### config.mk
export PLATFORM = sky130hd
export DESIGN_NAME = fixed_timestep_frame_pacer_unit
export DESIGN_NICKNAME = d
export VERILOG_FILES = /design/src/rtl/ftfp_pkg.sv /design/src/rtl/fixed_timestep_frame_pacer_unit.sv
export SDC_FILE = /design/constraint.sdc
export NUM_CORES = 2
export LEC_CHECK = 0
export ABC_AREA = 1
export BUFFER_PORTS_ARGS = -buffer_cell sky130_fd_sc_hd__buf_2
export CAP_MARGIN = 5
export CORE_ASPECT_RATIO = 1.1
export CORE_UTILIZATION = 31
export CTS_CLUSTER_DIAMETER = 80
export DETAILED_ROUTE_END_ITERATION = 7
export GPL_TIMING_DRIVEN = 0
export MAX_ROUTING_LAYER = met4
export PLACE_DENSITY = 0.5
export SYNTH_ARGS = -nofsm -noshare
export SYNTH_HDL_FRONTEND = slang
export SYNTH_SLANG_ARGS = --single-unit
### constraint.sdc
create_clock -name clk -period 10.48 [get_ports clk]
set_input_delay 1.572 -clock clk [delete_from_list [all_inputs] [get_ports clk]]
set_output_delay 1.572 -clock clk [all_outputs]
set_load 0.01 [all_outputs]
### src/rtl/ftfp_pkg.sv
`timescale 1ns / 1ps

package ftfp_pkg;

    // Field and register widths.
    localparam int TS_W       = 63;
    localparam int CFG_W      = 32;
    localparam int CFG_IDX_W  = 2;
    localparam int IV_HIST_W  = 40;
    localparam int UCOUNT_W   = 4;
    localparam int ALU_W      = 64;

    // Defaults for the top-level parameters.
    localparam int HISTORY_DEPTH_DEF = 4;
    localparam int MAX_STEPS_DEF     = 8;

    // Configuration register indexes.
    localparam logic [CFG_IDX_W-1:0] REG_FRAME_PERIOD   = 2'd0;
    localparam logic [CFG_IDX_W-1:0] REG_REFRESH_PERIOD = 2'd1;
    localparam logic [CFG_IDX_W-1:0] REG_SNAP_TOLERANCE = 2'd2;

    // Configuration reset values.
    localparam logic [CFG_W-1:0] FRAME_PERIOD_RST   = 32'd166667;
    localparam logic [CFG_W-1:0] REFRESH_PERIOD_RST = 32'd166667;
    localparam logic [CFG_W-1:0] SNAP_TOLERANCE_RST = 32'd2000;

    // Snap target codes, tried in this order.
    localparam int TGT_W = 3;
    localparam logic [TGT_W-1:0] TGT_1X   = 3'd0;
    localparam logic [TGT_W-1:0] TGT_2X   = 3'd1;
    localparam logic [TGT_W-1:0] TGT_3X   = 3'd2;
    localparam logic [TGT_W-1:0] TGT_4X   = 3'd3;
    localparam logic [TGT_W-1:0] TGT_HALF = 3'd4;

    localparam int TARGET_W = CFG_W + 2;

endpackage

### src/rtl/fixed_timestep_frame_pacer_unit.sv
`timescale 1ns / 1ps

// Fixed-timestep frame pacer. Each input transfer carries one reading of a
// free-running counter, taken once per display frame; each output transfer
// tells how many fixed update steps of frame_period ticks are due, the
// smoothed frame interval, and whether the frame resynchronized the pacer
// (always true on the first frame after reset, and whenever the accumulator
// runs past MAX_STEPS frame periods). The interval is clamped, snapped to
// 1x, 2x, 3x, 4x or half of refresh_period when it lies closer than
// snap_tolerance, averaged over HISTORY_DEPTH frames and accumulated. Most
// arithmetic runs through one shared 64-bit adder/subtractor stepped by a
// small sequencer, and the input is stalled while an item is worked on:
// it steps through the difference and clamp, a distance check per snap
// target tried, the history update, the average (a shift for a power-of-two
// HISTORY_DEPTH, else a bit-serial divide), accumulate and limit check,
// the counting loop over the update steps, and the load of the result.
// The result sits in an output register, so the next timestamp is
// accepted while the previous result still waits. Configuration registers
// are written through a separate port that is always ready and should be
// written only while the pacer is idle; a frame_period of zero acts as one.
module fixed_timestep_frame_pacer_unit #(
    parameter int HISTORY_DEPTH = ftfp_pkg::HISTORY_DEPTH_DEF,
    parameter int MAX_STEPS     = ftfp_pkg::MAX_STEPS_DEF
) (
    input  logic                             clk,
    input  logic                             rst_n,

    input  logic                             in_valid,
    output logic                             in_stall,
    input  logic [ftfp_pkg::TS_W-1:0]        timestamp,

    output logic                             out_valid,
    input  logic                             out_stall,
    output logic [ftfp_pkg::UCOUNT_W-1:0]    update_count,
    output logic                             did_update,
    output logic [ftfp_pkg::IV_HIST_W-1:0]   smoothed_interval,
    output logic                             resynced,

    input  logic                             cfg_valid,
    output logic                             cfg_ready,
    input  logic [ftfp_pkg::CFG_IDX_W-1:0]   cfg_index,
    input  logic [ftfp_pkg::CFG_W-1:0]       cfg_data
);

    localparam int TS_W     = ftfp_pkg::TS_W;
    localparam int CFG_W    = ftfp_pkg::CFG_W;
    localparam int HW       = ftfp_pkg::IV_HIST_W;
    localparam int ALU_W    = ftfp_pkg::ALU_W;
    localparam int TARGET_W = ftfp_pkg::TARGET_W;
    localparam int TGT_W    = ftfp_pkg::TGT_W;

    localparam int LOG2_D   = $clog2(HISTORY_DEPTH);
    localparam bit IS_POW2  = ((1 << LOG2_D) == HISTORY_DEPTH);
    localparam int SUM_W    = HW + LOG2_D;
    localparam int DCNT_W   = $clog2(SUM_W + 1);
    localparam int REM_W    = $clog2(HISTORY_DEPTH + 1);
    localparam int REMS_W   = REM_W + 1;
    localparam int CNT_W    = $clog2(MAX_STEPS + 1);
    localparam int LIM_W    = CFG_W + CNT_W;
    localparam int KMAX     = (MAX_STEPS > HISTORY_DEPTH) ? MAX_STEPS : HISTORY_DEPTH;
    localparam int K_W      = $clog2(KMAX + 1);
    localparam int PROD_W   = CFG_W + K_W;

    // Sequencer states.
    localparam logic [3:0] S_IDLE   = 4'd0;
    localparam logic [3:0] S_DIFF   = 4'd1;
    localparam logic [3:0] S_CLAMP  = 4'd2;
    localparam logic [3:0] S_SNAP_A = 4'd3;
    localparam logic [3:0] S_SNAP_B = 4'd4;
    localparam logic [3:0] S_HIST_A = 4'd5;
    localparam logic [3:0] S_HIST_B = 4'd6;
    localparam logic [3:0] S_DIV    = 4'd7;
    localparam logic [3:0] S_ACC    = 4'd8;
    localparam logic [3:0] S_CHECK  = 4'd9;
    localparam logic [3:0] S_COUNT  = 4'd10;
    localparam logic [3:0] S_DONE   = 4'd11;

    // Configuration registers.
    logic [CFG_W-1:0] frame_period_reg;
    logic [CFG_W-1:0] refresh_period_reg;
    logic [CFG_W-1:0] snap_tolerance_reg;

    // Sequencer and datapath registers.
    logic [3:0]          state_reg, state_next;
    logic [TS_W-1:0]     ts_reg, ts_next;
    logic [TS_W-1:0]     last_reg, last_next;
    logic [TS_W-1:0]     iv_reg, iv_next;
    logic [LIM_W-1:0]    limit_reg, limit_next;
    logic [TGT_W-1:0]    tidx_reg, tidx_next;
    logic [TARGET_W-1:0] target_reg, target_next;
    logic [TS_W-1:0]     d1_reg, d1_next;
    logic                b1_reg, b1_next;
    logic [HW-1:0]       hist_reg [HISTORY_DEPTH];
    logic [HW-1:0]       hist_next [HISTORY_DEPTH];
    logic [SUM_W-1:0]    sum_reg, sum_next;
    logic [SUM_W-1:0]    dq_reg, dq_next;
    logic [REM_W-1:0]    rem_reg, rem_next;
    logic [DCNT_W-1:0]   dcnt_reg, dcnt_next;
    logic [HW-1:0]       avg_reg, avg_next;
    logic [HW-1:0]       acc_reg, acc_next;
    logic                pend_reg, pend_next;
    logic                rsy_reg, rsy_next;
    logic [CNT_W-1:0]    cnt_reg, cnt_next;

    // Output register.
    logic                    ovalid_reg, ovalid_next;
    logic [CNT_W-1:0]        ocnt_reg, ocnt_next;
    logic [HW-1:0]           oavg_reg, oavg_next;
    logic                    orsy_reg, orsy_next;

    // Shared arithmetic unit.
    logic [ALU_W-1:0] alu_a, alu_b, alu_out;
    logic             alu_sub, alu_borrow;
    logic [ALU_W:0]   alu_res;

    // Multiplier for the period limit and the history sum after a resync.
    logic [K_W-1:0]    mul_k;
    logic [PROD_W-1:0] mul_prod;

    logic [CFG_W-1:0] fp_eff;
    logic [TS_W-1:0]  abs_v;
    logic             snap_hit;
    logic [REMS_W-1:0] rem_sh;
    logic              qbit;
    logic              in_take, out_take, out_load;

    function automatic logic [TARGET_W-1:0] target_of(input logic [TGT_W-1:0] idx,
                                                     input logic [CFG_W-1:0] r);
        logic [TARGET_W-1:0] rx;
        rx = TARGET_W'(r);
        unique case (idx)
            ftfp_pkg::TGT_1X: target_of = rx;
            ftfp_pkg::TGT_2X: target_of = rx << 1;
            ftfp_pkg::TGT_3X: target_of = rx + (rx << 1);
            ftfp_pkg::TGT_4X: target_of = rx << 2;
            default:          target_of = (rx + TARGET_W'(1)) >> 1;
        endcase
    endfunction

    assign fp_eff   = (frame_period_reg == '0) ? CFG_W'(1) : frame_period_reg;
    assign mul_prod = PROD_W'(fp_eff) * PROD_W'(mul_k);

    assign alu_res    = {1'b0, alu_a} + {1'b0, (alu_sub ? ~alu_b : alu_b)}
                        + {{ALU_W{1'b0}}, alu_sub};
    assign alu_out    = alu_res[ALU_W-1:0];
    assign alu_borrow = alu_sub & ~alu_res[ALU_W];

    assign in_stall  = (state_reg != S_IDLE);
    assign in_take   = in_valid && !in_stall;
    assign out_take  = ovalid_reg && !out_stall;
    assign out_load  = (state_reg == S_DONE) && (!ovalid_reg || !out_stall);
    assign cfg_ready = 1'b1;

    // Operand selection for the shared unit.
    always_comb
    begin
        alu_a   = '0;
        alu_b   = '0;
        alu_sub = 1'b0;
        mul_k   = K_W'(MAX_STEPS);
        unique case (state_reg)
            S_DIFF:
            begin
                alu_a   = ALU_W'(ts_reg);
                alu_b   = ALU_W'(last_reg);
                alu_sub = 1'b1;
            end
            S_CLAMP:
            begin
                alu_a   = ALU_W'(limit_reg);
                alu_b   = ALU_W'(iv_reg);
                alu_sub = 1'b1;
            end
            S_SNAP_A:
            begin
                alu_a   = ALU_W'(iv_reg);
                alu_b   = ALU_W'(target_reg);
                alu_sub = 1'b1;
            end
            S_SNAP_B:
            begin
                alu_a   = ALU_W'(target_reg);
                alu_b   = ALU_W'(iv_reg);
                alu_sub = 1'b1;
            end
            S_HIST_A:
            begin
                alu_a = ALU_W'(sum_reg);
                alu_b = ALU_W'(iv_reg[HW-1:0]);
            end
            S_HIST_B:
            begin
                alu_a   = ALU_W'(sum_reg);
                alu_b   = ALU_W'(hist_reg[0]);
                alu_sub = 1'b1;
            end
            S_ACC:
            begin
                alu_a = ALU_W'(acc_reg);
                alu_b = ALU_W'(avg_reg);
            end
            S_CHECK:
            begin
                alu_a   = ALU_W'(limit_reg);
                alu_b   = ALU_W'(acc_reg);
                alu_sub = 1'b1;
                mul_k   = K_W'(HISTORY_DEPTH);
            end
            S_COUNT:
            begin
                alu_a   = ALU_W'(acc_reg);
                alu_b   = ALU_W'(fp_eff);
                alu_sub = 1'b1;
            end
            default:
            begin
                alu_a = '0;
            end
        endcase
    end

    // The snap distance is whichever of the two differences did not borrow.
    assign abs_v    = b1_reg ? alu_out[TS_W-1:0] : d1_reg;
    assign snap_hit = (abs_v < TS_W'(snap_tolerance_reg));

    // One step of the bit-serial divide by the history depth.
    assign rem_sh = {rem_reg, dq_reg[SUM_W-1]};
    assign qbit   = (rem_sh >= REMS_W'(HISTORY_DEPTH));

    always_comb
    begin
        state_next  = state_reg;
        ts_next     = ts_reg;
        last_next   = last_reg;
        iv_next     = iv_reg;
        limit_next  = limit_reg;
        tidx_next   = tidx_reg;
        target_next = target_reg;
        d1_next     = d1_reg;
        b1_next     = b1_reg;
        hist_next   = hist_reg;
        sum_next    = sum_reg;
        dq_next     = dq_reg;
        rem_next    = rem_reg;
        dcnt_next   = dcnt_reg;
        avg_next    = avg_reg;
        acc_next    = acc_reg;
        pend_next   = pend_reg;
        rsy_next    = rsy_reg;
        cnt_next    = cnt_reg;
        ovalid_next = out_take ? 1'b0 : ovalid_reg;
        ocnt_next   = ocnt_reg;
        oavg_next   = oavg_reg;
        orsy_next   = orsy_reg;

        unique case (state_reg)
            S_IDLE:
            begin
                if (in_take)
                begin
                    ts_next    = timestamp;
                    rsy_next   = 1'b0;
                    cnt_next   = '0;
                    state_next = S_DIFF;
                end
            end
            S_DIFF:
            begin
                // A timestamp that went backwards gives a zero interval.
                iv_next    = alu_borrow ? '0 : alu_out[TS_W-1:0];
                last_next  = ts_reg;
                limit_next = LIM_W'(mul_prod);
                state_next = S_CLAMP;
            end
            S_CLAMP:
            begin
                if (alu_borrow)
                begin
                    iv_next = TS_W'(fp_eff);
                end
                tidx_next   = ftfp_pkg::TGT_1X;
                target_next = target_of(ftfp_pkg::TGT_1X, refresh_period_reg);
                state_next  = S_SNAP_A;
            end
            S_SNAP_A:
            begin
                d1_next    = alu_out[TS_W-1:0];
                b1_next    = alu_borrow;
                state_next = S_SNAP_B;
            end
            S_SNAP_B:
            begin
                if (snap_hit)
                begin
                    iv_next    = TS_W'(target_reg);
                    state_next = S_HIST_A;
                end
                else if (tidx_reg == ftfp_pkg::TGT_HALF)
                begin
                    state_next = S_HIST_A;
                end
                else
                begin
                    tidx_next   = tidx_reg + TGT_W'(1);
                    target_next = target_of(tidx_reg + TGT_W'(1), refresh_period_reg);
                    state_next  = S_SNAP_A;
                end
            end
            S_HIST_A:
            begin
                sum_next   = alu_out[SUM_W-1:0];
                state_next = S_HIST_B;
            end
            S_HIST_B:
            begin
                // The running sum drops the oldest entry as the history shifts.
                sum_next = alu_out[SUM_W-1:0];
                for (int i = 0; i < HISTORY_DEPTH - 1; i++)
                begin
                    hist_next[i] = hist_reg[i + 1];
                end
                hist_next[HISTORY_DEPTH - 1] = iv_reg[HW-1:0];
                dq_next    = alu_out[SUM_W-1:0];
                rem_next   = '0;
                dcnt_next  = '0;
                state_next = S_DIV;
            end
            S_DIV:
            begin
                if (IS_POW2)
                begin
                    avg_next   = sum_reg[SUM_W-1:LOG2_D];
                    state_next = S_ACC;
                end
                else
                begin
                    rem_next  = qbit ? REM_W'(rem_sh - REMS_W'(HISTORY_DEPTH))
                                     : REM_W'(rem_sh);
                    dq_next   = {dq_reg[SUM_W-2:0], qbit};
                    dcnt_next = dcnt_reg + DCNT_W'(1);
                    if (dcnt_reg == DCNT_W'(SUM_W - 1))
                    begin
                        avg_next   = dq_next[HW-1:0];
                        state_next = S_ACC;
                    end
                end
            end
            S_ACC:
            begin
                acc_next   = alu_out[HW-1:0];
                state_next = S_CHECK;
            end
            S_CHECK:
            begin
                if (pend_reg || alu_borrow)
                begin
                    acc_next  = '0;
                    avg_next  = HW'(fp_eff);
                    pend_next = 1'b0;
                    rsy_next  = 1'b1;
                    sum_next  = SUM_W'(mul_prod);
                    for (int i = 0; i < HISTORY_DEPTH; i++)
                    begin
                        hist_next[i] = HW'(fp_eff);
                    end
                end
                state_next = S_COUNT;
            end
            S_COUNT:
            begin
                if (alu_borrow)
                begin
                    state_next = S_DONE;
                end
                else
                begin
                    acc_next = alu_out[HW-1:0];
                    cnt_next = cnt_reg + CNT_W'(1);
                end
            end
            S_DONE:
            begin
                if (out_load)
                begin
                    ovalid_next = 1'b1;
                    ocnt_next   = cnt_reg;
                    oavg_next   = avg_reg;
                    orsy_next   = rsy_reg;
                    state_next  = S_IDLE;
                end
            end
            default:
            begin
                state_next = S_IDLE;
            end
        endcase
    end

    always_ff @(posedge clk or negedge rst_n)
    begin
        if (!rst_n)
        begin
            frame_period_reg   <= ftfp_pkg::FRAME_PERIOD_RST;
            refresh_period_reg <= ftfp_pkg::REFRESH_PERIOD_RST;
            snap_tolerance_reg <= ftfp_pkg::SNAP_TOLERANCE_RST;
        end
        else if (cfg_valid && cfg_ready)
        begin
            unique case (cfg_index)
                ftfp_pkg::REG_FRAME_PERIOD:   frame_period_reg   <= cfg_data;
                ftfp_pkg::REG_REFRESH_PERIOD: refresh_period_reg <= cfg_data;
                ftfp_pkg::REG_SNAP_TOLERANCE: snap_tolerance_reg <= cfg_data;
                default:                      frame_period_reg   <= frame_period_reg;
            endcase
        end
    end

    always_ff @(posedge clk or negedge rst_n)
    begin
        if (!rst_n)
        begin
            state_reg  <= S_IDLE;
            last_reg   <= '0;
            acc_reg    <= '0;
            pend_reg   <= 1'b1;
            sum_reg    <= '0;
            ovalid_reg <= 1'b0;
            for (int i = 0; i < HISTORY_DEPTH; i++)
            begin
                hist_reg[i] <= '0;
            end
        end
        else
        begin
            state_reg  <= state_next;
            last_reg   <= last_next;
            acc_reg    <= acc_next;
            pend_reg   <= pend_next;
            sum_reg    <= sum_next;
            ovalid_reg <= ovalid_next;
            hist_reg   <= hist_next;
        end
    end

    always_ff @(posedge clk)
    begin
        ts_reg     <= ts_next;
        iv_reg     <= iv_next;
        limit_reg  <= limit_next;
        tidx_reg   <= tidx_next;
        target_reg <= target_next;
        d1_reg     <= d1_next;
        b1_reg     <= b1_next;
        dq_reg     <= dq_next;
        rem_reg    <= rem_next;
        dcnt_reg   <= dcnt_next;
        avg_reg    <= avg_next;
        rsy_reg    <= rsy_next;
        cnt_reg    <= cnt_next;
        ocnt_reg   <= ocnt_next;
        oavg_reg   <= oavg_next;
        orsy_reg   <= orsy_next;
    end

    assign out_valid         = ovalid_reg;
    assign update_count      = ftfp_pkg::UCOUNT_W'(ocnt_reg);
    assign did_update        = (ocnt_reg != '0);
    assign smoothed_interval = oavg_reg;
    assign resynced          = orsy_reg;

    // The counting loop leaves less than one frame period behind.
    a_acc_below_period: assert property (@(posedge clk) disable iff (!rst_n)
        (state_reg == S_DONE) |-> (acc_reg < HW'(fp_eff)))
        else $error("accumulator not reduced below one frame period");

    // The step count never passes the configured maximum.
    a_count_bound: assert property (@(posedge clk) disable iff (!rst_n)
        (state_reg == S_DONE) |-> (cnt_reg <= CNT_W'(MAX_STEPS)))
        else $error("update step count beyond the maximum");

    // A resync empties the accumulator and reports the frame period.
    a_resync_result: assert property (@(posedge clk) disable iff (!rst_n)
        (ovalid_reg && orsy_reg) |-> (!did_update && (oavg_reg == HW'(fp_eff))))
        else $error("resync result carries steps or a wrong interval");

endmodule
==> flow_summary.yaml <==
synthesis:
  synth-seq-area-share: 0.502
  synth.distinct_cells: 63
  synth_edf_count: 351
  synth_ff_type: "dfrtp_1"
  netlist_area_um2: 41300
  syn_avg_cell_area_um2: 8.45
  syn_inst: 4891
  synth.top_cell.area_share: 0.255
  ys_ff_latch: 758
  yosysTopAreaCell: "edfxtp_1"
  synth.area.top_cells: "edfxtp_1 26%, dfrtp_1 23%, nand2_1 11%, o21ai_0 5.3%, inv_1 5.2%"
  yosysWarnings: 0
  ys_async_sr_fraction: 0.537
clocking:
  post_cts_buffers: 0
  cts_buffers: 91
  path_clk_slew_ns: 0.06
  clock-sinks: 758
  root_buffer: "clkbuf_16"
  cts_buffer_depth: 3
  clk_latency_ns: 0.72
  cts_tree: "done"
  cts-hold-fix-buffers: 0
  cts_resized: 0
  htreeDepth: 3
setup_path:
  required_ns: 10.89
  crit_path_top_delay_cell: "xor2_1"
  r2r_start: "state_reg[1]"
  cp_max_fo: 14
  slowest_delay_ns: 0.91
  rr_endpoint: "iv_reg[14]"
  r2r_slack_ns: 1.21
  arrival_ns: 9.68
  crit_type: "register to register"
  crit_start: "state_reg[1]"
  r2r_cells: 34
  crit_top_cell: "nand2_1"
  end_kind: "register"
  cp-start-kind: "register"
timing:
  final-hold-violation-count: 0
  worst_slew_margin_rel: 0.0340
  whs_ns: 0.436
  fin_worst_skew_ns: 0.0454
  setup_viol_count_final: 0
  rsz0062_at_grt: "no"
  fin_crit_ns: 9.27
  finalCritPeriodShare: 0.885
  setup_tns_ns: 0
  clock.fmax_mhz: 108
  drv_slew: 0
  worst_pin_slew_ns: 1.45
floorplanning:
  die_h_um: 385
  initial_core_util: 0.312
  pin_count: 151
  num_rows: 140
  coreArea_um2: 132000
  die_w_um: 350
  dieArea_um2: 135000
route:
  drc: 0
  viasPerCell: 5.42
  wl_per_cell_um: 27.7
  dr_total_vias: 37929
  antenna_left: 0
  first_iter_violations: 4184
  drt-total-wl_um: 194000
  drt_first_pass_iters: 6
final_layout:
  multiInputGateArea_um2: 17600
  syn2layout_area_growth_pct: 15.7
  ff_latch_area_um2: 20800
  nNetsFinal: 5394
  drive_gt1_frac: 0.0825
  largest_register_ffs: 160
  fillers: 13999
min_path:
  hp-start: "rsy_reg"
  hold_path_class: "register to register"
  hold_path_depth: 0
  min_to: "resynced"
global_routing:
  antenna_found_initial: 4
  grt_use_total: 0.295
  grt_first_pass_wirelength_um: 273000
  grt_start_max_net_pins: 106
  overflow: 0
  grt_pass1_vias: 36632
placed_design:
  place.gp.congestion: 1.04
  io_buffer_count: 149
  hpwl_um: 153000
run_status:
  outcome: "complete, no violations"
job:
  drv_cap: 0
## logic make-up (layout without fill, tap and decap cells)
group           after synthesis  count (layout)  synth area share
fa+ha+maj                   141             141            0.0430
compound gates             1201            1201             0.174
other cells                   2               7          0.000182
xor+xnor                    109             109            0.0233
buf+inv                     789            1122            0.0734
flops                       758             758             0.502
simple gates               1891            1891             0.184
## routing by layer
metal,wire [um],GRT usage,vias up
met2,86200,0.448,1725
li1,-,-,17210
met4,11500,0.153,0
met1,82400,0.380,18594
met5,0,-,-
met3,14000,0.0430,400
## placed cells by master (no fill, tap or decap), types with 94 or more instances in the layout
cell       count
nand3_1      125
dfrtp_1      384
clkbuf_16     96
buf_2        188
nor2_1       464
nand2_1     1185
ha_1         139
a221oi_1      94
o21ai_0      434
inv_1        567
a21oi_1      234
a31oi_1      167
edfxtp_1     351
clkbuf_1     163
## synth_stat cells, types with 75 or more instances
cell / instances
edfxtp_1: 351
inv_1: 568
xor2_1: 91
nand2_1: 1185
nand3_1: 125
o211ai_1: 75
ha_1: 139
a221oi_1: 94
o21ai_0: 435
a21oi_1: 234
nor2_1: 466
dfrtp_1: 384
clkbuf_1: 144
a31oi_1: 168
## how the worst max path moves through the flow
| stage | end | slack (ns) |
|---|---|---|
| finish | iv_reg[14] | 1.21 |
| detailed placement | iv_reg[16] | 1.49 |
| global route | iv_reg[14] | 0.97 |
| global placement | iv_reg[16] | -5.98 |
| floorplan | iv_reg[0] | 1.42 |
| CTS | iv_reg[14] | 1.43 |
## metrics by stage
step                worst slack, ns   util  area [um^2]  cells
CTS                            1.43  0.361        47800   7002
finish                         1.21  0.361        47800   7004
global placement              -5.98  0.335        44300   6818
global route                  0.968  0.361        47800   7003
detailed placement             1.49  0.338        44700   6833
floorplan                      1.42      -        41300   4894
## worst max-delay path, delay by kind of cell, from the launching register on
| kind | cells | cell delay [ns] |
|---|---|---|
| flops | 1 | 0.48 |
| xor+xnor | 1 | 0.91 |
| fa+ha+maj | 2 | 0.64 |
| compound gates | 11 | 2.50 |
| simple gates | 13 | 1.93 |
| buf+inv | 7 | 2.44 |
## area by class of cell
type                    count  share of cell area
flip-flops and latches    758               0.434
multi-input cells        3347               0.368
clock buffers             129              0.0556
well taps                1775              0.0465
inverters                 577              0.0453
repair buffers            164              0.0233
plain buffers             212              0.0183
clock inverters            40             0.00874
diodes                      2            0.000105
Power is left out: the tool's default activity adds up to more than one toggle a clock period on the data nets, which glitch-free logic cannot reach.
